<file path="config.mk">
export PLATFORM = sky130hd
export DESIGN_NAME = indexed_list_engine
export DESIGN_NICKNAME = d
export VERILOG_FILES = /design/src/hdl/ile_pkg.sv /design/src/hdl/ile_ram.sv /design/src/hdl/ile_datapath.sv /design/src/hdl/ile_control.sv /design/src/hdl/indexed_list_engine.sv
export SDC_FILE = /design/constraint.sdc
export NUM_CORES = 2
export LEC_CHECK = 0
export ABC_AREA = 1
export BUFFER_PORTS_ARGS = -buffer_cell sky130_fd_sc_hd__buf_4
export CAP_MARGIN = 20
export CORE_MARGIN = 4
export CORE_UTILIZATION = 60
export CTS_CLUSTER_DIAMETER = 100
export DETAILED_ROUTE_END_ITERATION = 10
export GPL_ROUTABILITY_DRIVEN = 0
export PLACE_DENSITY = 0.77
export SLEW_MARGIN = 20
export SYNTH_ARGS = -nofsm -noshare
export SYNTH_HDL_FRONTEND = slang
export SYNTH_HIERARCHICAL = 1
export SYNTH_SLANG_ARGS = --single-unit
</file>
<file path="constraint.sdc">
create_clock -name clock -period 8.5 [get_ports clock]
set_input_delay 0.85 -clock clock [delete_from_list [all_inputs] [get_ports clock]]
set_output_delay 0.85 -clock clock [all_outputs]
set_load 0.01 [all_outputs]
</file>
<file path="src/hdl/ile_pkg.sv">
// ----------------------------------------------------------------------------
// ile_pkg: shared constants for the indexed list engine
// Action codes, outcome codes, default sizes and controller commands.
// ----------------------------------------------------------------------------
package ile_pkg;

   localparam int DepthDefault     = 64;
   localparam int WordWidthDefault = 32;
   localparam int ActionWidth      = 4;
   localparam int IndexWidth       = 7;
   localparam int OperandWidth     = 32;
   localparam int OutcomeWidth     = 2;
   localparam int CountWidth       = 7;

   localparam logic [ActionWidth-1:0] ACT_APPEND    = 4'd0;
   localparam logic [ActionWidth-1:0] ACT_CLEAR     = 4'd1;
   localparam logic [ActionWidth-1:0] ACT_SET       = 4'd2;
   localparam logic [ActionWidth-1:0] ACT_GET       = 4'd3;
   localparam logic [ActionWidth-1:0] ACT_REMOVE    = 4'd4;
   localparam logic [ActionWidth-1:0] ACT_MOVE      = 4'd5;
   localparam logic [ActionWidth-1:0] ACT_DUPLICATE = 4'd6;
   localparam logic [ActionWidth-1:0] ACT_NEGATE    = 4'd7;
   localparam logic [ActionWidth-1:0] ACT_TEST      = 4'd8;
   localparam logic [ActionWidth-1:0] ACT_PRINT     = 4'd9;

   localparam logic [OutcomeWidth-1:0] OUT_OK    = 2'd0;
   localparam logic [OutcomeWidth-1:0] OUT_RANGE = 2'd1;
   localparam logic [OutcomeWidth-1:0] OUT_FULL  = 2'd2;

   // controller -> datapath commands
   typedef struct packed {
      logic load;        // capture request fields
      logic rd_en;       // RAM read at rd_addr
      logic [1:0] rd_sel;// 0 pos,1 walk,2 walk+1,3 walk-1
      logic wr_en;       // RAM write
      logic [2:0] wr_sel;// 0 operand,1 rdata,2 neg rdata,3 held value
      logic [1:0] wa_sel;// 0 pos,1 count,2 walk,3 dst
      logic walk_pos;    // walk <- pos
      logic walk_cnt;    // walk <- count
      logic walk_dst;    // walk <- dst
      logic walk_zero;   // walk <- 0
      logic walk_inc;
      logic walk_dec;
      logic hold_rdata;  // held <- rdata
      logic cnt_inc;
      logic cnt_dec;
      logic cnt_clr;
      logic dst_clip;    // dst <- min(dst,count)
      logic rsp;         // emit response
      logic rsp_val;     // response carries rdata
      logic rsp_eq;      // response is equality test
      logic [1:0] rsp_oc;
      logic rsp_last;
   } ile_cmd_type;

   typedef struct packed {
      logic [3:0] action;
      logic pos_ok;
      logic dst_ok;
      logic full;
      logic empty;
      logic walk_gt_pos;  // walk > pos
      logic walk_gt_dst;  // walk > dst
      logic walk_lt_end;  // walk+1 < count
      logic walk_last;    // walk+1 == count
   } ile_sts_type;

endpackage

</file>
<file path="src/hdl/ile_ram.sv">
// ----------------------------------------------------------------------------
// ile_ram: generic single-port-write, single-port-read RAM
// One write and one registered read per cycle.
// ----------------------------------------------------------------------------
module ile_ram #(
   parameter int Width = 32,
   parameter int Depth = 64
) (
   input  logic                     clock,
   input  logic                     wr_en,
   input  logic [$clog2(Depth)-1:0] wr_addr,
   input  logic [Width-1:0]         wr_data,
   input  logic                     rd_en,
   input  logic [$clog2(Depth)-1:0] rd_addr,
   output logic [Width-1:0]         rd_data
);
   logic [Width-1:0] mem [Depth];

   always_ff @(posedge clock) begin
      if (wr_en) begin
         mem[wr_addr] <= wr_data;
      end
      if (rd_en) begin
         rd_data <= mem[rd_addr];
      end
   end
endmodule

</file>
<file path="src/hdl/ile_datapath.sv">
// ----------------------------------------------------------------------------
// ile_datapath: list storage, count, walk pointer and response register
// Executes controller commands one RAM access each way per cycle.
// ----------------------------------------------------------------------------
module ile_datapath #(
   parameter int Depth     = ile_pkg::DepthDefault,
   parameter int WordWidth = ile_pkg::WordWidthDefault
) (
   input  logic                                clock,
   input  logic                                reset,
   input  ile_pkg::ile_cmd_type                cmd,
   output ile_pkg::ile_sts_type                sts,
   input  logic [ile_pkg::ActionWidth-1:0]     req_action,
   input  logic [ile_pkg::IndexWidth-1:0]      req_position,
   input  logic [ile_pkg::IndexWidth-1:0]      req_destination,
   input  logic signed [ile_pkg::OperandWidth-1:0] req_operand,
   output logic signed [ile_pkg::OperandWidth-1:0] rsp_read_value,
   output logic                                rsp_has_value,
   output logic                                rsp_equal_hit,
   output logic [ile_pkg::OutcomeWidth-1:0]    rsp_outcome,
   output logic [ile_pkg::CountWidth-1:0]      rsp_entry_count,
   output logic                                rsp_last_of_run,
   output logic                                rsp_strobe
);
   import ile_pkg::*;

   localparam int AW = $clog2(Depth);
   localparam int CW = $clog2(Depth + 1);
   localparam int IW = (IndexWidth > CW) ? IndexWidth : CW;

   logic [ActionWidth-1:0] action_ff;
   logic [IW-1:0] pos_ff, dst_ff, walk_ff;
   logic [WordWidth-1:0] opnd_ff, held_ff, rdata, wdata;
   logic [CW-1:0] count_ff;
   logic [IW-1:0] count_x, walk_p1, rd_idx, wa_idx;
   logic [AW-1:0] rd_addr, wr_addr;
   logic [OperandWidth-1:0] rvalue_ext;

   assign count_x = IW'(count_ff);
   assign walk_p1 = walk_ff + IW'(1);

   // request capture and walk pointer
   always_ff @(posedge clock) begin
      if (cmd.load) begin
         action_ff <= req_action;
         pos_ff    <= IW'(req_position);
         dst_ff    <= IW'(req_destination);
         opnd_ff   <= WordWidth'(req_operand);
      end
      if (cmd.dst_clip && dst_ff > count_x) begin
         dst_ff <= count_x;
      end
      if (cmd.hold_rdata) begin
         held_ff <= rdata;
      end
      if (cmd.walk_pos) begin
         walk_ff <= pos_ff;
      end else if (cmd.walk_cnt) begin
         walk_ff <= count_x;
      end else if (cmd.walk_dst) begin
         walk_ff <= dst_ff;
      end else if (cmd.walk_zero) begin
         walk_ff <= '0;
      end else if (cmd.walk_inc) begin
         walk_ff <= walk_p1;
      end else if (cmd.walk_dec) begin
         walk_ff <= walk_ff - IW'(1);
      end
   end

   // entry count
   always_ff @(posedge clock) begin
      if (reset || cmd.cnt_clr) begin
         count_ff <= '0;
      end else if (cmd.cnt_inc) begin
         count_ff <= count_ff + CW'(1);
      end else if (cmd.cnt_dec) begin
         count_ff <= count_ff - CW'(1);
      end
   end

   // address and write data selection
   always_comb begin
      case (cmd.rd_sel)
         2'd0:    rd_idx = pos_ff;
         2'd1:    rd_idx = walk_ff;
         2'd2:    rd_idx = walk_p1;
         default: rd_idx = walk_ff - IW'(1);
      endcase
      case (cmd.wa_sel)
         2'd0:    wa_idx = pos_ff;
         2'd1:    wa_idx = count_x;
         2'd2:    wa_idx = walk_ff;
         default: wa_idx = dst_ff;
      endcase
      case (cmd.wr_sel)
         3'd0:    wdata = opnd_ff;
         3'd1:    wdata = rdata;
         3'd2:    wdata = WordWidth'(0) - rdata;
         default: wdata = held_ff;
      endcase
   end
   assign rd_addr = rd_idx[AW-1:0];
   assign wr_addr = wa_idx[AW-1:0];

   ile_ram #(.Width(WordWidth), .Depth(Depth)) u_ram (
      .clock   (clock),
      .wr_en   (cmd.wr_en),
      .wr_addr (wr_addr),
      .wr_data (wdata),
      .rd_en   (cmd.rd_en),
      .rd_addr (rd_addr),
      .rd_data (rdata)
   );

   // status toward the controller
   always_comb begin
      sts.action      = action_ff;
      sts.pos_ok      = pos_ff < count_x;
      sts.dst_ok      = dst_ff <= count_x;
      sts.full        = count_ff >= CW'(Depth);
      sts.empty       = count_ff == '0;
      sts.walk_gt_pos = walk_ff > pos_ff;
      sts.walk_gt_dst = walk_ff > dst_ff;
      sts.walk_lt_end = walk_p1 < count_x;
      sts.walk_last   = walk_p1 == count_x;
   end

   // sign-extend or truncate stored word to the port width
   always_comb begin
      if (OperandWidth > WordWidth) begin
         rvalue_ext = OperandWidth'($signed(rdata));
      end else begin
         rvalue_ext = rdata[OperandWidth-1:0];
      end
   end

   // response register
   always_ff @(posedge clock) begin
      if (reset) begin
         rsp_strobe <= 1'b0;
      end else begin
         rsp_strobe <= cmd.rsp;
      end
      if (cmd.rsp) begin
         rsp_read_value  <= cmd.rsp_val ? rvalue_ext : '0;
         rsp_has_value   <= cmd.rsp_val;
         rsp_equal_hit   <= cmd.rsp_eq && sts.pos_ok && (rdata == opnd_ff);
         rsp_outcome     <= cmd.rsp_oc;
         rsp_last_of_run <= cmd.rsp_last;
         if (cmd.cnt_inc) begin
            rsp_entry_count <= CountWidth'(count_ff + CW'(1));
         end else if (cmd.cnt_dec) begin
            rsp_entry_count <= CountWidth'(count_ff - CW'(1));
         end else if (cmd.cnt_clr) begin
            rsp_entry_count <= '0;
         end else begin
            rsp_entry_count <= CountWidth'(count_ff);
         end
      end
   end
endmodule

</file>
<file path="src/hdl/ile_control.sv">
// ----------------------------------------------------------------------------
// ile_control: sequencer for list actions
// Decodes the captured action and steps the datapath through shifts and runs.
// ----------------------------------------------------------------------------
module ile_control (
   input  logic                  clock,
   input  logic                  reset,
   input  logic                  start,
   output logic                  busy,
   output ile_pkg::ile_cmd_type  cmd,
   input  ile_pkg::ile_sts_type  sts
);
   import ile_pkg::*;

   localparam logic [3:0] ST_IDLE   = 4'd0;
   localparam logic [3:0] ST_DEC    = 4'd1;
   localparam logic [3:0] ST_RD     = 4'd2;  // read at pos issued
   localparam logic [3:0] ST_DN_RD  = 4'd3;  // close gap: read walk+1
   localparam logic [3:0] ST_DN_WR  = 4'd4;  // write walk
   localparam logic [3:0] ST_UP_RD  = 4'd5;  // open gap: read walk-1
   localparam logic [3:0] ST_UP_WR  = 4'd6;
   localparam logic [3:0] ST_PR_RD  = 4'd7;
   localparam logic [3:0] ST_PR_OUT = 4'd8;
   localparam logic [3:0] ST_MV_PUT = 4'd9;

   logic [3:0] state_ff, state_in;
   logic moving_ff, moving_in;

   always_ff @(posedge clock) begin
      if (reset) begin
         state_ff  <= ST_IDLE;
         moving_ff <= 1'b0;
      end else begin
         state_ff  <= state_in;
         moving_ff <= moving_in;
      end
   end

   assign busy = state_ff != ST_IDLE;

   always_comb begin
      state_in  = state_ff;
      moving_in = moving_ff;
      cmd       = '0;
      case (state_ff)
         ST_IDLE: begin
            if (start) begin
               cmd.load = 1'b1;
               state_in = ST_DEC;
            end
         end
         ST_DEC: begin
            state_in = ST_IDLE;
            cmd.rsp  = 1'b1;
            cmd.rsp_last = 1'b1;
            case (sts.action)
               ACT_APPEND: begin
                  if (sts.full) begin
                     cmd.rsp_oc = OUT_FULL;
                  end else begin
                     cmd.wr_en = 1'b1; cmd.wa_sel = 2'd1; cmd.cnt_inc = 1'b1;
                  end
               end
               ACT_CLEAR: cmd.cnt_clr = 1'b1;
               ACT_SET: begin
                  if (!sts.pos_ok) begin
                     cmd.rsp_oc = OUT_RANGE;
                  end else begin
                     cmd.wr_en = 1'b1;
                  end
               end
               ACT_GET, ACT_NEGATE, ACT_TEST: begin
                  if (!sts.pos_ok && sts.action != ACT_TEST) begin
                     cmd.rsp_oc = OUT_RANGE;
                  end else begin
                     cmd.rsp = 1'b0; cmd.rd_en = 1'b1; state_in = ST_RD;
                  end
               end
               ACT_REMOVE, ACT_MOVE: begin
                  if (!sts.pos_ok || (sts.action == ACT_MOVE && !sts.dst_ok)) begin
                     cmd.rsp_oc = OUT_RANGE;
                  end else begin
                     cmd.rsp = 1'b0; cmd.rd_en = 1'b1; cmd.walk_pos = 1'b1;
                     moving_in = sts.action == ACT_MOVE;
                     state_in = ST_RD;
                  end
               end
               ACT_DUPLICATE: begin
                  if (!sts.pos_ok) begin
                     cmd.rsp_oc = OUT_RANGE;
                  end else if (sts.full) begin
                     cmd.rsp_oc = OUT_FULL;
                  end else begin
                     cmd.rsp = 1'b0; cmd.walk_cnt = 1'b1; moving_in = 1'b0;
                     state_in = ST_UP_RD;
                  end
               end
               ACT_PRINT: begin
                  if (!sts.empty) begin
                     cmd.rsp = 1'b0; cmd.walk_zero = 1'b1; state_in = ST_PR_RD;
                  end
               end
               default: ;
            endcase
         end
         ST_RD: begin
            // read data at pos is valid now
            case (sts.action)
               ACT_GET: begin
                  cmd.rsp = 1'b1; cmd.rsp_val = 1'b1; cmd.rsp_last = 1'b1;
                  state_in = ST_IDLE;
               end
               ACT_TEST: begin
                  cmd.rsp = 1'b1; cmd.rsp_eq = 1'b1; cmd.rsp_last = 1'b1;
                  state_in = ST_IDLE;
               end
               ACT_NEGATE: begin
                  cmd.wr_en = 1'b1; cmd.wr_sel = 3'd2;
                  cmd.rsp = 1'b1; cmd.rsp_last = 1'b1;
                  state_in = ST_IDLE;
               end
               default: begin
                  // remove / move: keep value, then close gap
                  cmd.hold_rdata = 1'b1;
                  state_in = ST_DN_RD;
               end
            endcase
         end
         ST_DN_RD: begin
            if (sts.walk_lt_end) begin
               cmd.rd_en = 1'b1; cmd.rd_sel = 2'd2; state_in = ST_DN_WR;
            end else begin
               cmd.cnt_dec = 1'b1;
               if (moving_ff) begin
                  state_in = ST_MV_PUT;
               end else begin
                  cmd.rsp = 1'b1; cmd.rsp_last = 1'b1; state_in = ST_IDLE;
               end
            end
         end
         ST_DN_WR: begin
            cmd.wr_en = 1'b1; cmd.wr_sel = 3'd1; cmd.wa_sel = 2'd2;
            cmd.walk_inc = 1'b1; state_in = ST_DN_RD;
         end
         ST_MV_PUT: begin
            // clip destination, then open gap from count down to it
            cmd.dst_clip = 1'b1; cmd.walk_cnt = 1'b1;
            state_in = ST_UP_RD;
         end
         ST_UP_RD: begin
            if ((moving_ff && sts.walk_gt_dst) || (!moving_ff && sts.walk_gt_pos)) begin
               cmd.rd_en = 1'b1; cmd.rd_sel = 2'd3; state_in = ST_UP_WR;
            end else begin
               cmd.cnt_inc = 1'b1; cmd.rsp = 1'b1; cmd.rsp_last = 1'b1;
               if (moving_ff) begin
                  cmd.wr_en = 1'b1; cmd.wr_sel = 3'd3; cmd.wa_sel = 2'd3;
               end
               state_in = ST_IDLE;
            end
         end
         ST_UP_WR: begin
            cmd.wr_en = 1'b1; cmd.wr_sel = 3'd1; cmd.wa_sel = 2'd2;
            cmd.walk_dec = 1'b1; state_in = ST_UP_RD;
         end
         ST_PR_RD: begin
            cmd.rd_en = 1'b1; cmd.rd_sel = 2'd1; state_in = ST_PR_OUT;
         end
         ST_PR_OUT: begin
            cmd.rsp = 1'b1; cmd.rsp_val = 1'b1;
            if (sts.walk_last) begin
               cmd.rsp_last = 1'b1; state_in = ST_IDLE;
            end else begin
               cmd.walk_inc = 1'b1; state_in = ST_PR_RD;
            end
         end
         default: state_in = ST_IDLE;
      endcase
   end
endmodule

</file>
<file path="src/hdl/indexed_list_engine.sv">
// ----------------------------------------------------------------------------
// indexed_list_engine: ordered list of signed words with indexed actions
// Append, clear, set, get, remove, move, duplicate, negate, test and print.
// ----------------------------------------------------------------------------
// Channel   Handshake        Ports
// request   start / busy     req_action req_position req_destination req_operand
// response  rsp_strobe only  rsp_read_value rsp_has_value rsp_equal_hit
//                            rsp_outcome rsp_entry_count rsp_last_of_run
//
// Append, clear, set and errors finish in the decode step; get, test and
// negate add a RAM read. Remove shifts the entries after pos down; move then
// shifts entries from the end up to dst, with dst first clipped to count-1;
// duplicate shifts entries from pos to the end up: one RAM read and one
// write per shifted entry. Print emits one response per entry, in order.
// Synchronous reset clears the count; list contents stay undefined.
// Responses cannot be stalled; busy holds off new requests until done.
// ----------------------------------------------------------------------------
module indexed_list_engine #(
   parameter int Depth     = ile_pkg::DepthDefault,
   parameter int WordWidth = ile_pkg::WordWidthDefault
) (
   input  logic                                    clock,
   input  logic                                    reset,
   input  logic                                    start,
   output logic                                    busy,
   input  logic [ile_pkg::ActionWidth-1:0]         req_action,
   input  logic [ile_pkg::IndexWidth-1:0]          req_position,
   input  logic [ile_pkg::IndexWidth-1:0]          req_destination,
   input  logic signed [ile_pkg::OperandWidth-1:0] req_operand,
   output logic                                    rsp_strobe,
   output logic signed [ile_pkg::OperandWidth-1:0] rsp_read_value,
   output logic                                    rsp_has_value,
   output logic                                    rsp_equal_hit,
   output logic [ile_pkg::OutcomeWidth-1:0]        rsp_outcome,
   output logic [ile_pkg::CountWidth-1:0]          rsp_entry_count,
   output logic                                    rsp_last_of_run
);
   import ile_pkg::*;

   ile_cmd_type cmd;
   ile_sts_type sts;

   ile_control u_control (
      .clock (clock),
      .reset (reset),
      .start (start),
      .busy  (busy),
      .cmd   (cmd),
      .sts   (sts)
   );

   ile_datapath #(.Depth(Depth), .WordWidth(WordWidth)) u_datapath (
      .clock           (clock),
      .reset           (reset),
      .cmd             (cmd),
      .sts             (sts),
      .req_action      (req_action),
      .req_position    (req_position),
      .req_destination (req_destination),
      .req_operand     (req_operand),
      .rsp_read_value  (rsp_read_value),
      .rsp_has_value   (rsp_has_value),
      .rsp_equal_hit   (rsp_equal_hit),
      .rsp_outcome     (rsp_outcome),
      .rsp_entry_count (rsp_entry_count),
      .rsp_last_of_run (rsp_last_of_run),
      .rsp_strobe      (rsp_strobe)
   );
endmodule

</file>
---- Yosys cells after proc, flatten, opt, wreduce, memory -nomap -nowiden ----
Memories as Yosys holds them, arrays and structs flattened. A register that Yosys moved wholly into a read port is not among the register bits.
Index checks and enable logic that the tools add are counted.
word-level totals
  register bits ........................... 146
  memory bits (writable) .................. 2048
  input bits .............................. 53
  output and inout port bits .............. 46
  word-level logic and storage cells ...... 186
  memories ................................ 1
memory list
  name                  depth  bits a word  rd ports  clocked after memory_dff  wr ports  line           text
  u_datapath.u_ram.mem  64     32           1         1                         1         ile_ram.sv:17  logic [Width-1:0] mem [Depth];
operators by class
  add/sub/neg operators ................... 5
  order comparisons ....................... 7
  eq/ne operators ......................... 31
  multiplexer cells ....................... 97
  reduce and logical (&&, ||, !) cells .... 29
operators with widths
  cell                                                count
  one-hot mux 32 bit (3 select lines)                 1
  two-way mux 7 bit                                   12
  two-way mux 1 bit                                   46
  one-hot mux 4 bit (9 select lines)                  1
  one-hot mux 6 bit (3 select lines)                  2
  == test 32 bit                                      1
  == test 4 x 3 -> 1 bit (second input constant)      8
  subtractor 1 x 32 -> 32 bit (first input constant)  1
  > comparator 7 bit                                  3
  two-way mux 4 bit                                   5
  two-way mux 3 bit                                   6
  == test 4 x 2 -> 1 bit (second input constant)      4
  == test 4 bit (second input constant)               4
  one-hot mux 4 bit (4 select lines)                  1
  adder 7 x 1 -> 7 bit (second input constant)        2
  < comparator 7 bit                                  2
  one-hot mux 1 bit (2 select lines)                  7
  subtractor 7 x 1 -> 7 bit (second input constant)   2
  two-way mux 6 bit                                   2
  one-hot mux 1 bit (4 select lines)                  3
  one-hot mux 2 bit (3 select lines)                  2
  two-way mux 2 bit                                   5
  one-hot mux 1 bit (5 select lines)                  2
  one-hot mux 2 bit (5 select lines)                  1
  25 further kinds                                    46

---- Longest topological paths before layout ----
  word-level depth ........................ 8
  depth in mapped cells ................... 32
  gate-level depth less buffers ........... 28

---- Hierarchy ----
Netlist, hierarchy kept.
by module, submodules not included
  module        instances  cells each  area each (um^2)  sequential area each (um^2)
  ile_ram       1          6785        83106.0           62459.9
  ile_datapath  1          1089        8877.3            4154.0
  ile_control   1          166         865.8             100.1

---- Least setup slack after synthesis ----
OpenSTA, ideal clock, no wires.
  path type ............................... register -> register
  start ................................... register u_datapath.walk_ff[4]
  end ..................................... memory u_datapath.u_ram.mem[55][0], enable pin
  library setup time ...................... 461 ps
  data arrival time ....................... 4769 ps
  setup slack ............................. 3270 ps
  cell stages (with the launch flop) ...... 19
  path buffers ............................ 0
  period minus slack after synthesis ...... 5230 ps
  cell sequence ........................... edfxtp_1 > ha_1 > a21oi_1 > nor2_1 > a211oi_1 > a22oi_1 > nor2_1 > nand2_1 > o21ai_0 > inv_1 > nor2_1 > inv_1 > o22ai_1 > a21oi_1 > o21ai_0 > inv_1 > nor3_1 > inv_1 > nor3_1
RTL lines
  element                 line                text
  from (decl)             ile_datapath.sv:32  logic [IW-1:0] pos_ff, dst_ff, walk_ff;
  from (signal assigned)  ile_datapath.sv:57  walk_ff <= pos_ff;
  from (signal assigned)  ile_datapath.sv:59  walk_ff <= count_x;
  from (signal assigned)  ile_datapath.sv:61  walk_ff <= dst_ff;
  to (decl)               ile_ram.sv:17

==> results.ini <==
[synth]
synthesis.area_um2=92850
yosys-top-cells-count=nand2_1, edfxtp_1, nand3_1
yosysTopAreaCellShare=0.7157
ys_ff_latch=2226
yosysUniqueCellTypes=52
post-synth-top-count-cell=nand2_1
synth.avg_cell_area_um2=11.55
synth_edf_count=2213
yosysWarnings=6
netlist_instances=8040
synth_seq_area_share=0.7185
synthArstFlopShare=0
yosysTopAreaCell=edfxtp_1
synth.area.top_cells=edfxtp_1, nand3_1, nand2_1
synthFlopType=edfxtp_1

[critical_path]
crit_type=flop to flop
critPathTopFamily=simple AND/OR/NAND/NOR gates
r2r_slack_ns=1.55
rr_worst_depth=25
r2r_end=u_datapath/u_ram/rd_data[11]$_DFFE_PP_
worst_path_max_delay_cell=buf_4
critPathLaunchType=flop
crit_path_frequent_cell=nand2_1
arrival_ns=7.65
required_ns=9.20
reg2reg_from=u_datapath/walk_ff[1]$_DFFE_PP_
cp_max_fo=108
cp-end-kind=flop
crit_path_max_incr_delay_ns=0.89
crit_buf_inv=5

[job]
cap_violations=0

[global_routing]
gr-total-overflow=0
grt_max_degree=205
grt_pass1_vias=61724
antenna_found_initial=6
track_usage=0.3193
grt_pass1_wl_um=386400

[routing]
drc_errors=0
vias=65057
drtIter0Drc=10512
via_per_inst=6.348
ant_nets=0
detail_route.wl_per_cell_um=25.55
wl_um=261800
firstDrtPassIters=6

[worst_hold_path]
holdCritStartpoint=req_operand[21]
hold_path_end=u_datapath/opnd_ff[21]$_DFFE_PP_
hold_depth=1
holdCritPathClass=input pin to flop

[floorplanning]
die_h_um=401.4
chipWidth_um=401.4
ios=99
dieArea_um2=161100
core_um2=153900
std_cell_rows=144
initial_core_util=0.6034

[clock_network]
cts_tree=yes
cts_resized=0
root_buffer=clkbuf_16
clkSlewWorstSetupHoldPaths_ns=0.07
post_cts_buffers=0
ctsLongestPathBuffers=3
cts_sinks=2226
clk_latency_ns=0.87
htreeDepth=4
numCtsBuffers=208
holdBufCountCts=0

[timing]
fin_crit_ns=6.954
report.final.slew_viol_count=0
worstMarginPinSlew_ns=1.165
fin_crit_sh=0.8181
final.setup.tns_ns=0
relSlewSlack=0.2234
hold_viol_final=0
rsz0062_at_grt=no
setup_viol=0
max_freq_ghz=0.1438
skew_ns=0.04418

[layout]
drive_gt1_frac=0.08448
syn_to_final_growth_pct=10.57
fin_nets=8127
fillers=10451

[placed_design]
hpwl_um=138300
port-buffer-count=98

[power]
combPwrFrac=0.098
p_int_mw=17.85
peakVddDrop_uv=191.4
clkPwrFrac=0.382
finalPower_mw=23.66
p_sw_frac=0.2452
powerDensity_nw_per_um2=230.4
leakage_nw=36.86
p_sw_mw=5.802
power_frac_seq=0.520

[run_status]
outcome=completed

metrics by stage:
| stage | std cells | utilization | area (µm²) | hold slack, ns | setup slack [ns] |
|---|---|---|---|---|---|
| floorplan | 8041 | - | 92850 | 0.4206 | 3.270 |
| global placement | 9864 | 0.6241 | 96020 | 0.5270 | 1.730 |
| detailed placement | 9868 | 0.6246 | 96110 | 0.5318 | 1.794 |
| CTS | 10247 | 0.6672 | 102700 | 0.1265 | 1.768 |
| global route | 10247 | 0.6672 | 102700 | 0.1344 | 1.091 |
| finish | 10248 | 0.6672 | 102700 | 0.1578 | 1.546 |
cells by family (layout without fill, tap and decap cells):
kind of cell | Yosys count | in the layout | share of synthesized area
XOR/XNOR | 15 | 15 | 0.001415
AO/OA/AOI/OAI | 183 | 183 | 0.01155
adder cells (fa/ha/maj) | 40 | 40 | 0.005390
other | 1 | 3 | 0.00004039
flip-flops | 2226 | 2226 | 0.7185
buffers and inverters | 679 | 841 | 0.03419
AND/OR/NAND/NOR | 4896 | 4896 | 0.2289
metal layers:
layer  track usage  part of all wire
met5             0           0.00011
met4        0.1689             0.060
met3       0.07293              0.15
met2        0.4824              0.45
met1        0.4375              0.35
how the worst max path moves through the flow:
| stage | startpoint | endpoint | slack [ns] | cells after the start |
|---|---|---|---|---|
| final | u_datapath/walk_ff[1]$_DFFE_PP_ | u_datapath/u_ram/rd_data[11]$_DFFE_PP_ | 1.55 | 25 |
| after global routing | u_datapath/walk_ff[0]$_DFFE_PP_ | u_datapath/u_ram/rd_data[11]$_DFFE_PP_ | 1.09 | 25 |
| after CTS | u_datapath/walk_ff[0]$_DFFE_PP_ | u_datapath/u_ram/rd_data[12]$_DFFE_PP_ | 1.77 | 25 |
| after detailed placement | u_datapath/walk_ff[0]$_DFFE_PP_ | u_datapath/u_ram/rd_data[12]$_DFFE_PP_ | 1.79 | 25 |
| after global placement | u_datapath/walk_ff[0]$_DFFE_PP_ | u_datapath/u_ram/rd_data[11]$_DFFE_PP_ | 1.73 | 26 |
| after floorplan | u_datapath/walk_ff[4]$_DFFE_PP_ | u_datapath/u_ram/mem[55][0]$_DFFE_PP_ | 3.27 | 18 |
layout by cell type, fill, tap and decap left out, types with 8 or more instances in the layout:
master / count
clkbuf_16: 210
xor2_1: 10
clkbuf_1: 35
ha_1: 40
nand2_2: 13
bufinv_16: 18
inv_1: 189
edfxtp_1: 2213
nor2_4: 72
clkinv_1: 63
nor2_1: 137
buf_4: 235
nor2_2: 12
nand3_1: 1991
nand4_1: 36
buf_12: 22
o22ai_1: 11
o21ai_1: 14
nor3_1: 15
inv_2: 8
clkinv_2: 43
o21ai_0: 62
o2111ai_4: 11
a21oi_1: 45
dfxtp_1: 13
nand2_1: 2594
cell type report:
class / count / area, µm² / area share
flip-flops and latches: 2226 / 66710 / 0.6499
multi-input cells: 5136 / 23810 / 0.2319
clock buffers: 245 / 5386 / 0.05247
well taps: 2044 / 2557 / 0.02491
repair buffers: 258 / 2232 / 0.02174
clock inverters: 134 / 1159 / 0.01129
inverters: 204 / 800.8 / 0.007800
diodes: 1 / 2.502 / 0.00002438
registers in the layout, indices dropped and copies added, names as in the netlist:
| register | cells |
|---|---|
| u_datapath/walk_ff | 7 |
| u_datapath/u_ram/mem | 2048 |
| u_datapath/dst_ff | 7 |
| u_datapath/rsp_outcome | 2 |
| u_datapath/rsp_read_value | 32 |
| u_datapath/held_ff | 32 |
| u_datapath/rsp_equal_hit | 1 |
| u_datapath/action_ff | 4 |
| u_datapath/rsp_last_of_run | 1 |
| u_datapath/u_ram/rd_data | 32 |
| u_control/moving_ff | 1 |
| u_datapath/rsp_has_value | 1 |
| u_datapath/opnd_ff | 32 |
| u_control/state_ff | 4 |
| u_datapath/rsp_strobe | 1 |
| u_datapath/pos_ff | 7 |
| u_datapath/count_ff | 7 |
| u_datapath/rsp_entry_count | 7 |
power by group through the flow:
stage / sequential (mW) / clock (mW) / combinational [mW]
after CTS: 12.3 / 9.08 / 2.24
after detailed placement: 12.5 / 0 / 2.21
after global routing: 12.3 / 9.56 / 2.47
final: 12.3 / 9.04 / 2.31
after global placement: 12.5 / 0 / 2.16
after floorplan: 12.5 / 0 / 1.38
Note: power is estimated with default switching activity, not from simulation.
